File: config.mk
export PLATFORM = sky130hd
export DESIGN_NAME = bounded_deque_with_search
export DESIGN_NICKNAME = d
export VERILOG_FILES = /design/src/sv/bdqs_pkg.sv /design/src/sv/bounded_deque_with_search.sv /design/src/sv/bdqs_ram.sv
export VERILOG_INCLUDE_DIRS = /design/src /design/src/sv
export SDC_FILE = /design/constraint.sdc
export NUM_CORES = 1
export LEC_CHECK = 0
export BUFFER_PORTS_ARGS = -buffer_cell sky130_fd_sc_hd__buf_2
export CAP_MARGIN = 20
export CORE_UTILIZATION = 55
export DETAILED_ROUTE_END_ITERATION = 6
export PLACE_DENSITY = 0.71
export SLEW_MARGIN = 20
export SYNTH_ARGS = -nofsm -noshare
export SYNTH_HDL_FRONTEND = slang
export SYNTH_SLANG_ARGS = --single-unit
File: constraint.sdc
create_clock -name clk_i -period 5.7 [get_ports clk_i]
set_clock_uncertainty 0.15 [all_clocks]
set_input_delay 0.57 -clock clk_i [delete_from_list [all_inputs] [get_ports clk_i]]
set_output_delay 0.57 -clock clk_i [all_outputs]
set_load 0.01 [all_outputs]
File: src/sv/bounded_deque_with_search_macros.svh
// Assertion macros shared by the deque RTL.
`ifndef BOUNDED_DEQUE_WITH_SEARCH_MACROS_SVH
`define BOUNDED_DEQUE_WITH_SEARCH_MACROS_SVH

// Plain property checked on every clock edge outside reset.
`define BDQS_ASSERT(lbl, prop, msg) \
  lbl: assert property (@(posedge clk_i) disable iff (!rst_ni) (prop)) else $error(msg);

// Same-cycle implication.
`define BDQS_ASSERT_IMP(lbl, ante, cons, msg) \
  lbl: assert property (@(posedge clk_i) disable iff (!rst_ni) (ante) |-> (cons)) \
    else $error(msg);

// Next-cycle implication.
`define BDQS_ASSERT_NXT(lbl, ante, cons, msg) \
  lbl: assert property (@(posedge clk_i) disable iff (!rst_ni) (ante) |=> (cons)) \
    else $error(msg);

`endif

File: src/sv/bdqs_pkg.sv
// Types and codes for the bounded deque with search.
`default_nettype none
package bdqs_pkg;

  localparam logic [2:0] REQ_PUSH_FRONT = 3'd0;
  localparam logic [2:0] REQ_PUSH_BACK  = 3'd1;
  localparam logic [2:0] REQ_POP_FRONT  = 3'd2;
  localparam logic [2:0] REQ_POP_BACK   = 3'd3;
  localparam logic [2:0] REQ_SEARCH     = 3'd4;

  localparam logic [1:0] STATUS_OK    = 2'd0;
  localparam logic [1:0] STATUS_EMPTY = 2'd1;
  localparam logic [1:0] STATUS_FULL  = 2'd2;

  typedef struct packed {
    logic [2:0]         req_type;
    logic signed [31:0] value;
  } req_t;

  typedef struct packed {
    logic [1:0] status;
    logic       found;
    logic [4:0] entry_count;
  } rsp_t;

endpackage
`default_nettype wire

File: src/sv/bounded_deque_with_search.sv
// Push/pop: the result is registered at accept and offered in the next cycle.
// A search reads one held entry per cycle through the RAM read port and compares it,
// stopping at the first match.
// One request is in flight at a time; the next is taken as the result beat leaves.
// Reset clears front pointer, count and control; the entry RAM is not cleared.
`default_nettype none
`include "bounded_deque_with_search_macros.svh"
module bounded_deque_with_search
  import bdqs_pkg::*;
#(
  parameter int DEPTH = 16
) (
  input  wire logic clk_i,
  input  wire logic rst_ni,
  input  wire logic in_valid_i,
  output logic      in_ready_o,
  input  wire req_t in_req_i,
  output logic      out_valid_o,
  input  wire logic out_ready_i,
  output rsp_t      out_rsp_o
);

  localparam int PW = $clog2(DEPTH);
  localparam int CW = $clog2(DEPTH + 1);

  localparam logic ST_IDLE   = 1'b0;
  localparam logic ST_SEARCH = 1'b1;

  logic          state_q, state_d;
  logic [PW-1:0] front_q, front_d;
  logic [CW-1:0] cnt_q, cnt_d;
  logic [CW-1:0] idx_q, idx_d;
  logic [PW-1:0] rd_ptr_q, rd_ptr_d;
  logic          cmp_vld_q, cmp_vld_d;
  logic [31:0]   key_q, key_d;
  logic          out_valid_q, out_valid_d;
  rsp_t          rsp_q, rsp_d;

  logic          accept;
  logic          full, empty;
  logic [CW:0]   slot_sum;
  logic [PW-1:0] back_slot;
  logic [PW-1:0] front_prev, front_next, rd_ptr_next;
  logic          we;
  logic [PW-1:0] waddr;
  logic          re;
  logic [31:0]   rdata;
  logic          hit;
  logic          searching;

  assign searching  = (state_q == ST_SEARCH);
  assign in_ready_o = (state_q == ST_IDLE) && (!out_valid_q || out_ready_i);
  assign accept     = in_valid_i && in_ready_o;
  assign full       = (cnt_q == CW'(DEPTH));
  assign empty      = (cnt_q == '0);

  // (front + count) mod DEPTH; sum stays below 2*DEPTH
  assign slot_sum  = (CW+1)'(front_q) + (CW+1)'(cnt_q);
  assign back_slot = (slot_sum >= (CW+1)'(DEPTH)) ? PW'(slot_sum - (CW+1)'(DEPTH))
                                                   : PW'(slot_sum);

  assign front_prev  = (front_q == '0) ? PW'(DEPTH - 1) : front_q - PW'(1);
  assign front_next  = (front_q == PW'(DEPTH - 1)) ? '0 : front_q + PW'(1);
  assign rd_ptr_next = (rd_ptr_q == PW'(DEPTH - 1)) ? '0 : rd_ptr_q + PW'(1);

  assign hit = cmp_vld_q && (rdata == key_q);

  always_comb begin
    state_d     = state_q;
    front_d     = front_q;
    cnt_d       = cnt_q;
    idx_d       = idx_q;
    rd_ptr_d    = rd_ptr_q;
    cmp_vld_d   = 1'b0;
    key_d       = key_q;
    out_valid_d = out_valid_q && !out_ready_i;
    rsp_d       = rsp_q;
    we          = 1'b0;
    waddr       = front_prev;
    re          = 1'b0;

    if (state_q == ST_IDLE) begin
      if (accept) begin
        rsp_d.status = STATUS_OK;
        rsp_d.found  = 1'b0;
        out_valid_d  = 1'b1;
        case (in_req_i.req_type)
          REQ_PUSH_FRONT: begin
            if (full) begin
              rsp_d.status = STATUS_FULL;
            end else begin
              we      = 1'b1;
              waddr   = front_prev;
              front_d = front_prev;
              cnt_d   = cnt_q + CW'(1);
            end
          end
          REQ_PUSH_BACK: begin
            if (full) begin
              rsp_d.status = STATUS_FULL;
            end else begin
              we    = 1'b1;
              waddr = back_slot;
              cnt_d = cnt_q + CW'(1);
            end
          end
          REQ_POP_FRONT: begin
            if (empty) begin
              rsp_d.status = STATUS_EMPTY;
            end else begin
              front_d = front_next;
              cnt_d   = cnt_q - CW'(1);
            end
          end
          REQ_POP_BACK: begin
            if (empty) begin
              rsp_d.status = STATUS_EMPTY;
            end else begin
              cnt_d = cnt_q - CW'(1);
            end
          end
          REQ_SEARCH: begin
            out_valid_d = 1'b0;
            state_d     = ST_SEARCH;
            idx_d       = '0;
            rd_ptr_d    = front_q;
            key_d       = in_req_i.value;
          end
          default: ;
        endcase
        rsp_d.entry_count = 5'(cnt_d);
      end
    end else begin
      // compare the previous read, else issue the next one
      if (hit || (idx_q == cnt_q)) begin
        state_d           = ST_IDLE;
        out_valid_d       = 1'b1;
        rsp_d.status      = STATUS_OK;
        rsp_d.found       = hit;
        rsp_d.entry_count = 5'(cnt_q);
      end else begin
        re        = 1'b1;
        cmp_vld_d = 1'b1;
        idx_d     = idx_q + CW'(1);
        rd_ptr_d  = rd_ptr_next;
      end
    end
  end

  always_ff @(posedge clk_i or negedge rst_ni) begin
    if (!rst_ni) begin
      state_q     <= ST_IDLE;
      front_q     <= '0;
      cnt_q       <= '0;
      idx_q       <= '0;
      rd_ptr_q    <= '0;
      cmp_vld_q   <= 1'b0;
      out_valid_q <= 1'b0;
    end else begin
      state_q     <= state_d;
      front_q     <= front_d;
      cnt_q       <= cnt_d;
      idx_q       <= idx_d;
      rd_ptr_q    <= rd_ptr_d;
      cmp_vld_q   <= cmp_vld_d;
      out_valid_q <= out_valid_d;
    end
  end

  always_ff @(posedge clk_i) begin
    key_q <= key_d;
    rsp_q <= rsp_d;
  end

  bdqs_ram #(
    .Width(32),
    .Depth(DEPTH)
  ) u_store (
    .clk_i  (clk_i),
    .we_i   (we),
    .waddr_i(waddr),
    .wdata_i(in_req_i.value),
    .re_i   (re),
    .raddr_i(rd_ptr_q),
    .rdata_o(rdata)
  );

  assign out_valid_o = out_valid_q;
  assign out_rsp_o   = rsp_q;

  `BDQS_ASSERT(a_cnt_bound, cnt_q <= CW'(DEPTH), "held count above DEPTH")
  `BDQS_ASSERT(a_front_bound, front_q <= PW'(DEPTH - 1), "front pointer out of range")
  `BDQS_ASSERT_IMP(a_search_idx, searching, idx_q <= cnt_q, "search index past count")
  `BDQS_ASSERT_IMP(a_busy_search, searching, !in_ready_o && !out_valid_q, "beat during search")
  `BDQS_ASSERT_IMP(a_found_ok, rsp_q.found, rsp_q.status == STATUS_OK, "found with bad status")
  `BDQS_ASSERT_NXT(a_search_hold, searching, $stable(cnt_q) && $stable(front_q), "deque moved")

endmodule
`default_nettype wire

File: src/sv/bdqs_ram.sv
// Generic single-write, single-read RAM with registered read data.
`default_nettype none
module bdqs_ram #(
  parameter int Width = 32,
  parameter int Depth = 16
) (
  input  wire logic                     clk_i,
  input  wire logic                     we_i,
  input  wire logic [$clog2(Depth)-1:0] waddr_i,
  input  wire logic [Width-1:0]         wdata_i,
  input  wire logic                     re_i,
  input  wire logic [$clog2(Depth)-1:0] raddr_i,
  output logic      [Width-1:0]         rdata_o
);

  logic [Width-1:0] mem_q [Depth];
  logic [Width-1:0] rdata_q;

  always_ff @(posedge clk_i) begin
    if (we_i) begin
      mem_q[waddr_i] <= wdata_i;
    end
    if (re_i) begin
      rdata_q <= mem_q[raddr_i];
    end
  end

  assign rdata_o = rdata_q;

endmodule
`default_nettype wire
After elaboration in Yosys (flattened, before gate mapping)
Memory sizes are Yosys's and may differ from the RTL's. A register that Yosys moved wholly into a read port is not among the register bits.
Index checks and enable logic that the tools add are counted.
{ "word_totals": {"memories": 1, "ff_bits": 61, "wordCells": 99, "input_bits": 39, "out_inout_bits": 10, "ram_bits": 512} }
{ "memory_table": {"columns": ["memory", "depth", "width", "rd", "rd_ports_with_merged_regs", "write_ports", "line", "rtl"], "rows": [
  ["u_store.mem_q", 16, 32, 1, 1, 1, "bdqs_ram.sv:16", "logic [Width-1:0] mem_q [Depth];"]
]} }
{ "op_classes": {"order_cmp": 1, "bitwise": 1, "mux": 43, "addsub": 8, "n_reduce_logical": 21, "n_eq_ne": 13} }
{ "ops": {"columns": ["op", "count"], "rows": [
  ["4-bit two-way mux", 14],
  ["32-bit == test", 1],
  ["5-bit two-way mux", 6],
  ["8-bit two-way mux", 3],
  ["1-bit two-way mux", 16],
  ["5-bit by 1-bit adder with 5-bit output, second input constant", 2],
  ["5-bit case mux with 2 select lines", 1],
  ["4-bit by 1-bit adder with 4-bit output, second input constant", 2],
  ["4-bit == test, second input constant", 2],
  ["4-bit case mux with 2 select lines", 1],
  ["4-bit by 1-bit subtractor with 4-bit output, second input constant", 2],
  ["4-bit by 5-bit adder with 6-bit output", 1],
  ["3-bit by 2-bit == test with 1-bit output, second input constant", 2],
  ["6-bit by 5-bit >= comparator with 1-bit output, second input constant", 1],
  ["2-bit inequality test, second input constant", 3],
  ["3-bit AND reduction", 2],
  ["2-bit nonzero test", 3],
  ["5-bit == test", 1],
  ["5-bit == test, second input constant", 1],
  ["5-bit logical NOT", 1],
  ["5-bit AND reduction", 1],
  ["5-bit by 1-bit subtractor with 5-bit output, second input constant", 1],
  ["1-bit logical AND", 4],
  ["4-bit logical NOT", 1],
  ["11 further kinds", 15]
]} }

Logic depth before layout (Yosys ltp)
{ "logic_depth": {"ltp_word": 8, "ltp_mapped": 9} }

Modules after synthesis
From an unflattened synthesis, not the netlist that was laid out.
{ "hier_totals": {"cells_unflattened": 1139, "hier_area_um2": 23523.8} }
{ "by_module_without_submodules": {"columns": ["mod", "area_per_inst_um2", "seq_area_each_um2", "cells_per_inst", "instances"], "rows": [
  ["bdqs_ram", 20155.6, 16335.7, 838, 1],
  ["bounded_deque_with_search", 3368.2, 1726.7, 301, 1]
]} }

Least setup slack after synthesis
No wires, ideal clock.
{ "synth_path": {"path_type": "register to register", "from": "reg cnt_q[1]", "to": "mem u_store.mem_q[12][0] (enable)", "path_stages_with_launch": 10, "arrival_time_ns": 3.565, "setup_time_ns": 0.421, "path_buffers": 1, "t_required_ns": 5.129, "setup_slack_ns": 1.564, "path_cell_list": "dfrtp_1 clkbuf_1 inv_1 ha_1 nor4bb_1 nor3_1 nand3_1 mux2_2 nand2_1 nor2_1"} }
{ "synth_via": {"elab_chain_cells": 7} }
{ "synth_lines": {"columns": ["element", "line", "rtl"], "rows": [
  ["from (decl)", "bounded_deque_with_search.sv:31", "logic [CW-1:0] cnt_q, cnt_d;"],
  ["from (signal assigned)", "bounded_deque_with_search.sv:162", "cnt_q <= cnt_d;"],
  ["4-bit by 5-bit adder with 6-bit output or 5-bit == test (tied branches)", "bounded_deque_with_search.sv:58, bounded_deque_with_search.sv:54", null],
  ["6-bit by 5-bit >= comparator with 1-bit output, or another cell as far along", "bounded_deque_with_search.sv:59", "assign back_slot = (slot_sum >= (CW+1)'(DEPTH)) ? PW'(slot_sum - (CW+1)'(DEPTH))"],
  ["4-bit two-way mux or 1-bit two-way mux (tied branches)", null, null],
  ["4-bit two-way mux or 1-bit two-way mux (tied branches)", "bounded_deque_with_search.sv:99, bounded_deque_with_search.sv:83", null],
  ["4-bit two-way mux or 1-bit two-way mux (tied branches)", null, null],
  ["4-bit two-way mux or 1-bit two-way mux (tied branches)", "bounded_deque_with_search.sv:83, bdqs_ram.sv:20", null],
  ["4-bit two-way mux or 1-bit two-way mux (tied branches)", "bounded_deque_with_search.sv:82, bdqs_ram.sv:21", null],
  ["to (decl)", "bdqs_ram.sv:16", null]
]} }
Several ways; a longest one is shown, not always the timed one.

Worst setup path after layout
{ "layout_path": {"from": "reg cnt_q[1]", "to": "mem u_store.mem_q[4][14] (enable)"} }
The elaborated chain is that of the path after synthesis.

==> results.py <==
metrics = {
    "pwr": {
        "p_comb_share_pct": 28.3,
        "p_int_uw": 8920,
        "p_seq_share_pct": 43.0,
        "p_leak_uw": 0.00892,
        "switching_share_pct": 32.1,
        "p_clk_share_pct": 28.7,
        "switchingPower_uw": 4220,
        "p_per_area_nw_per_um2": 488,
        "ir_worst_vdd_v": 0.000262,
    },
    "cts": {
        "htreeDepth": 2,
        "cts_sinks": 605,
        "clk_pin_slew_worst_paths_ps": 70,
        "post_cts_resized": 0,
        "post_cts_buffers": 0,
        "cts_root_buffer": "clkbuf_16",
        "tritoncts": "built",
        "clk_latency_ps": 620,
        "cts_inserted_buffers": 58,
        "clockBufferDepth": 3,
    },
    "synth": {
        "synth_seq_cells": 605,
        "ys_types": 60,
        "ys.flop_type": "edfxtp_1",
        "ys_async_sr_fraction_pct": 3.47,
        "synth_area_sq_um": 24000,
        "synth_warnings": 0,
        "syn_area_per_cell_sq_um": 18.1,
        "syn-instance-count": 1328,
        "syn_nets": 1377,
        "yosysSeqAreaShare_pct": 75.2,
        "synth_edf_count": 584,
    },
    "placement": {
        "dpl.hpwl_mm": 32.4,
        "io_buffers": 48,
        "routabilityCongestion": 0.891,
    },
    "floorplan": {
        "rows": 76,
        "start_util_pct": 55.7,
        "core-area_sq_um": 43100,
        "die_y_um": 211,
        "die_area_sq_um": 44500,
        "die_x_um": 211,
        "pin_count": 49,
    },
    "timing": {
        "rsz0062_at_grt": "false",
        "max_slew_margin_pct": 25.4,
        "fmax_ghz": 0.252,
        "fin_crit_sh_pct": 69.6,
        "fin_crit_ps": 3970,
        "tns_ps": 0,
        "hold_viol_final": 0,
        "worstMarginPinSlew_ps": 1120,
        "report.final.slew_viol_count": 0,
        "setup_viol": 0,
    },
    "global_routing": {
        "grt_max_degree": 69,
        "overflow": 0,
        "antenna_found_initial": 0,
        "grt_pass1_wl_mm": 78.3,
        "grtUsageTotal_pct": 24.3,
        "grt_pass1_vias": 12100,
    },
    "layout": {
        "fin_util_pct": 62.5,
        "drive_above_1_share_pct": 18.6,
        "final_common_cell": "edfxtp_1",
        "layout_common_cells": "edfxtp_1 (584), mux2i_1 (113), nand2_1 (82)",
        "nNetsFinal": 1437,
        "syn_to_final_growth_pct": 12.1,
        "antenna_cells": 0,
    },
    "detailed_routing": {
        "drcViolationCount": 0,
        "drt_iter0_drc": 1530,
        "avgViaCountPerCell": 6.19,
        "totalWireLength_mm": 53.0,
        "ant_nets": 0,
        "vias": 12500,
        "dr.pass1.iters": 5,
        "avgRoutedWirePerCell_um": 26.3,
    },
    "worst_setup_path": {
        "worstSetupPathType": "reg -> reg",
        "end_kind": "flop",
        "crit_fanout": 32,
        "cp-start-kind": "flop",
        "worstPathArrival_ps": 4040,
        "critPathRequiredTime_ps": 5770,
    },
    "flow_run": {
        "maxCapViolCount": 0,
    },
    "outcome": {
        "outcome": "finished clean",
    },
    "worst_hold_path": {
        "hp-class": "in -> reg",
    },
}
-- power by group through the flow --
| stage | combinational, uW | clock (uW) | sequential, uW |
|---|---|---|---|
| global route | 4000 | 3970 | 5690 |
| CTS | 3690 | 3810 | 5650 |
| floorplan | 2650 | 0 | 5520 |
| detailed placement | 3660 | 0 | 5740 |
| finish | 3720 | 3780 | 5650 |
| global placement | 3620 | 0 | 5730 |
-- cell type report --
class / instances / area [sq um]
Clock buffer: 74 / 1580
Inverter: 14 / 52.6
Timing Repair Buffer: 66 / 503
Multi-Input combinational cell: 643 / 5700
Tap cell: 585 / 732
Fill cell: 2931 / 16200
Clock inverter: 31 / 287
Sequential cell: 605 / 18100
-- sequential cells by signal (all words and copies together), names as in the netlist --
signal           flops
cmp_vld_q            1
cnt_q                5
front_q              4
idx_q                5
key_q               32
out_rsp_o            8
out_valid_o          1
rd_ptr_q             4
searching            1
u_store.mem_q      512
u_store.rdata_o     32
-- cell families (layout without fill, tap and decap cells) --
kind of cell | after synthesis | count (layout) | share of synthesized area (%)
xor+xnor | 45 | 45 | 1.64
simple gates | 176 | 176 | 3.52
compound gates | 205 | 205 | 5.37
flops | 605 | 605 | 75.2
mux | 207 | 207 | 12.1
fa+ha+maj | 10 | 10 | 0.552
buf+inv | 80 | 185 | 1.56
-- layer usage --
metal,routed length (um),vias up,track usage [%]
met3,4840,80,4.98
met4,1010,0,6.30
met5,0,-,0
met1,23600,6404,38.2
li1,-,5441,-
met2,23500,570,35.0
-- stage by stage --
step                hold WS, ps  cell area, sq um  total power [uW]  setup WS (ps)  cells
finish                      114             26900             13100           1730   2018
global route                144             26900             13700           1530   2018
CTS                        96.6             26800             13100           1640   2013
detailed placement          355             24900              9400           1730   1907
global placement            344             24900              9350           1900   1907
floorplan                   124             24000              8160           1560   1328
-- cells in the mapped netlist (2+ instances only) --
cell        n  area share (%)
a21oi_1    46            0.96
a221oi_1   32             1.2
a22oi_1    32             1.0
a31oi_1     2           0.052
and3_1      3           0.078
buf_1       6           0.094
buf_2      15            0.31
clkbuf_1   39            0.61
clkbuf_8    3            0.17
dfrtp_1    21             2.2
edfxtp_1  584              73
ha_1        9            0.47
inv_1      14            0.22
mux2_2     29             1.4
mux2i_1   113             4.7
mux4_2     64             6.0
nand2_1    82             1.3
nand2b_1    4            0.10
nand3_1    13            0.27
nand3b_1    2           0.063
nand4_1     4            0.10
nor2_1     33            0.52
nor2b_1     3           0.078
nor3_1      9            0.19
nor3b_1     2           0.063
nor4_1      7            0.18
o211ai_1    4            0.13
o21ai_0    76             1.6
o22ai_1     2           0.052
o41ai_1     2           0.073
xnor2_1    20            0.73
xor2_1     25            0.91
-- what timing repair did --
item,in CTS,in global routing
hold buffers,1,0
endpoints found under the hold margin,21,0
endpoints found under the setup margin,0,0
-- worst max-delay path, stage by stage (launching register included) --
cell and delay (ps):
dfrtp_1 510, inv_1 160, ha_1 220, nor4bb_1 390, nor3_1 80, buf_4 170
nand3_1 310, mux2i_1 350, nand2_1 300, nor2_4 900
-- worst paths after layout --
| kind | start | end | slack (ps) | cells past startpoint |
|---|---|---|---|---|
| worst max-delay path | cnt_q[1]$_DFFE_PN0P_ | u_store.mem_q[4][14]$_DFFE_PP_ | 1730 | 9 |
| worst min-delay path | in_valid_i | out_valid_o$_DFF_PN0_ | 110 | 3 |
| worst max register to register | cnt_q[1]$_DFFE_PN0P_ | u_store.mem_q[4][14]$_DFFE_PP_ | 1730 | 9 |
| worst min register to register | idx_q[4]$_DFFE_PN0P_ | idx_q[4]$_DFFE_PN0P_ | 360 | 1 |
| max in group asynchronous | rst_ni | rd_ptr_q[1]$_DFFE_PN0P_ | 4680 | 2 |
| min in group asynchronous | rst_ni | front_q[2]$_DFFE_PN0P_ | 310 | 2 |
(Power assumes the default switching activity.)
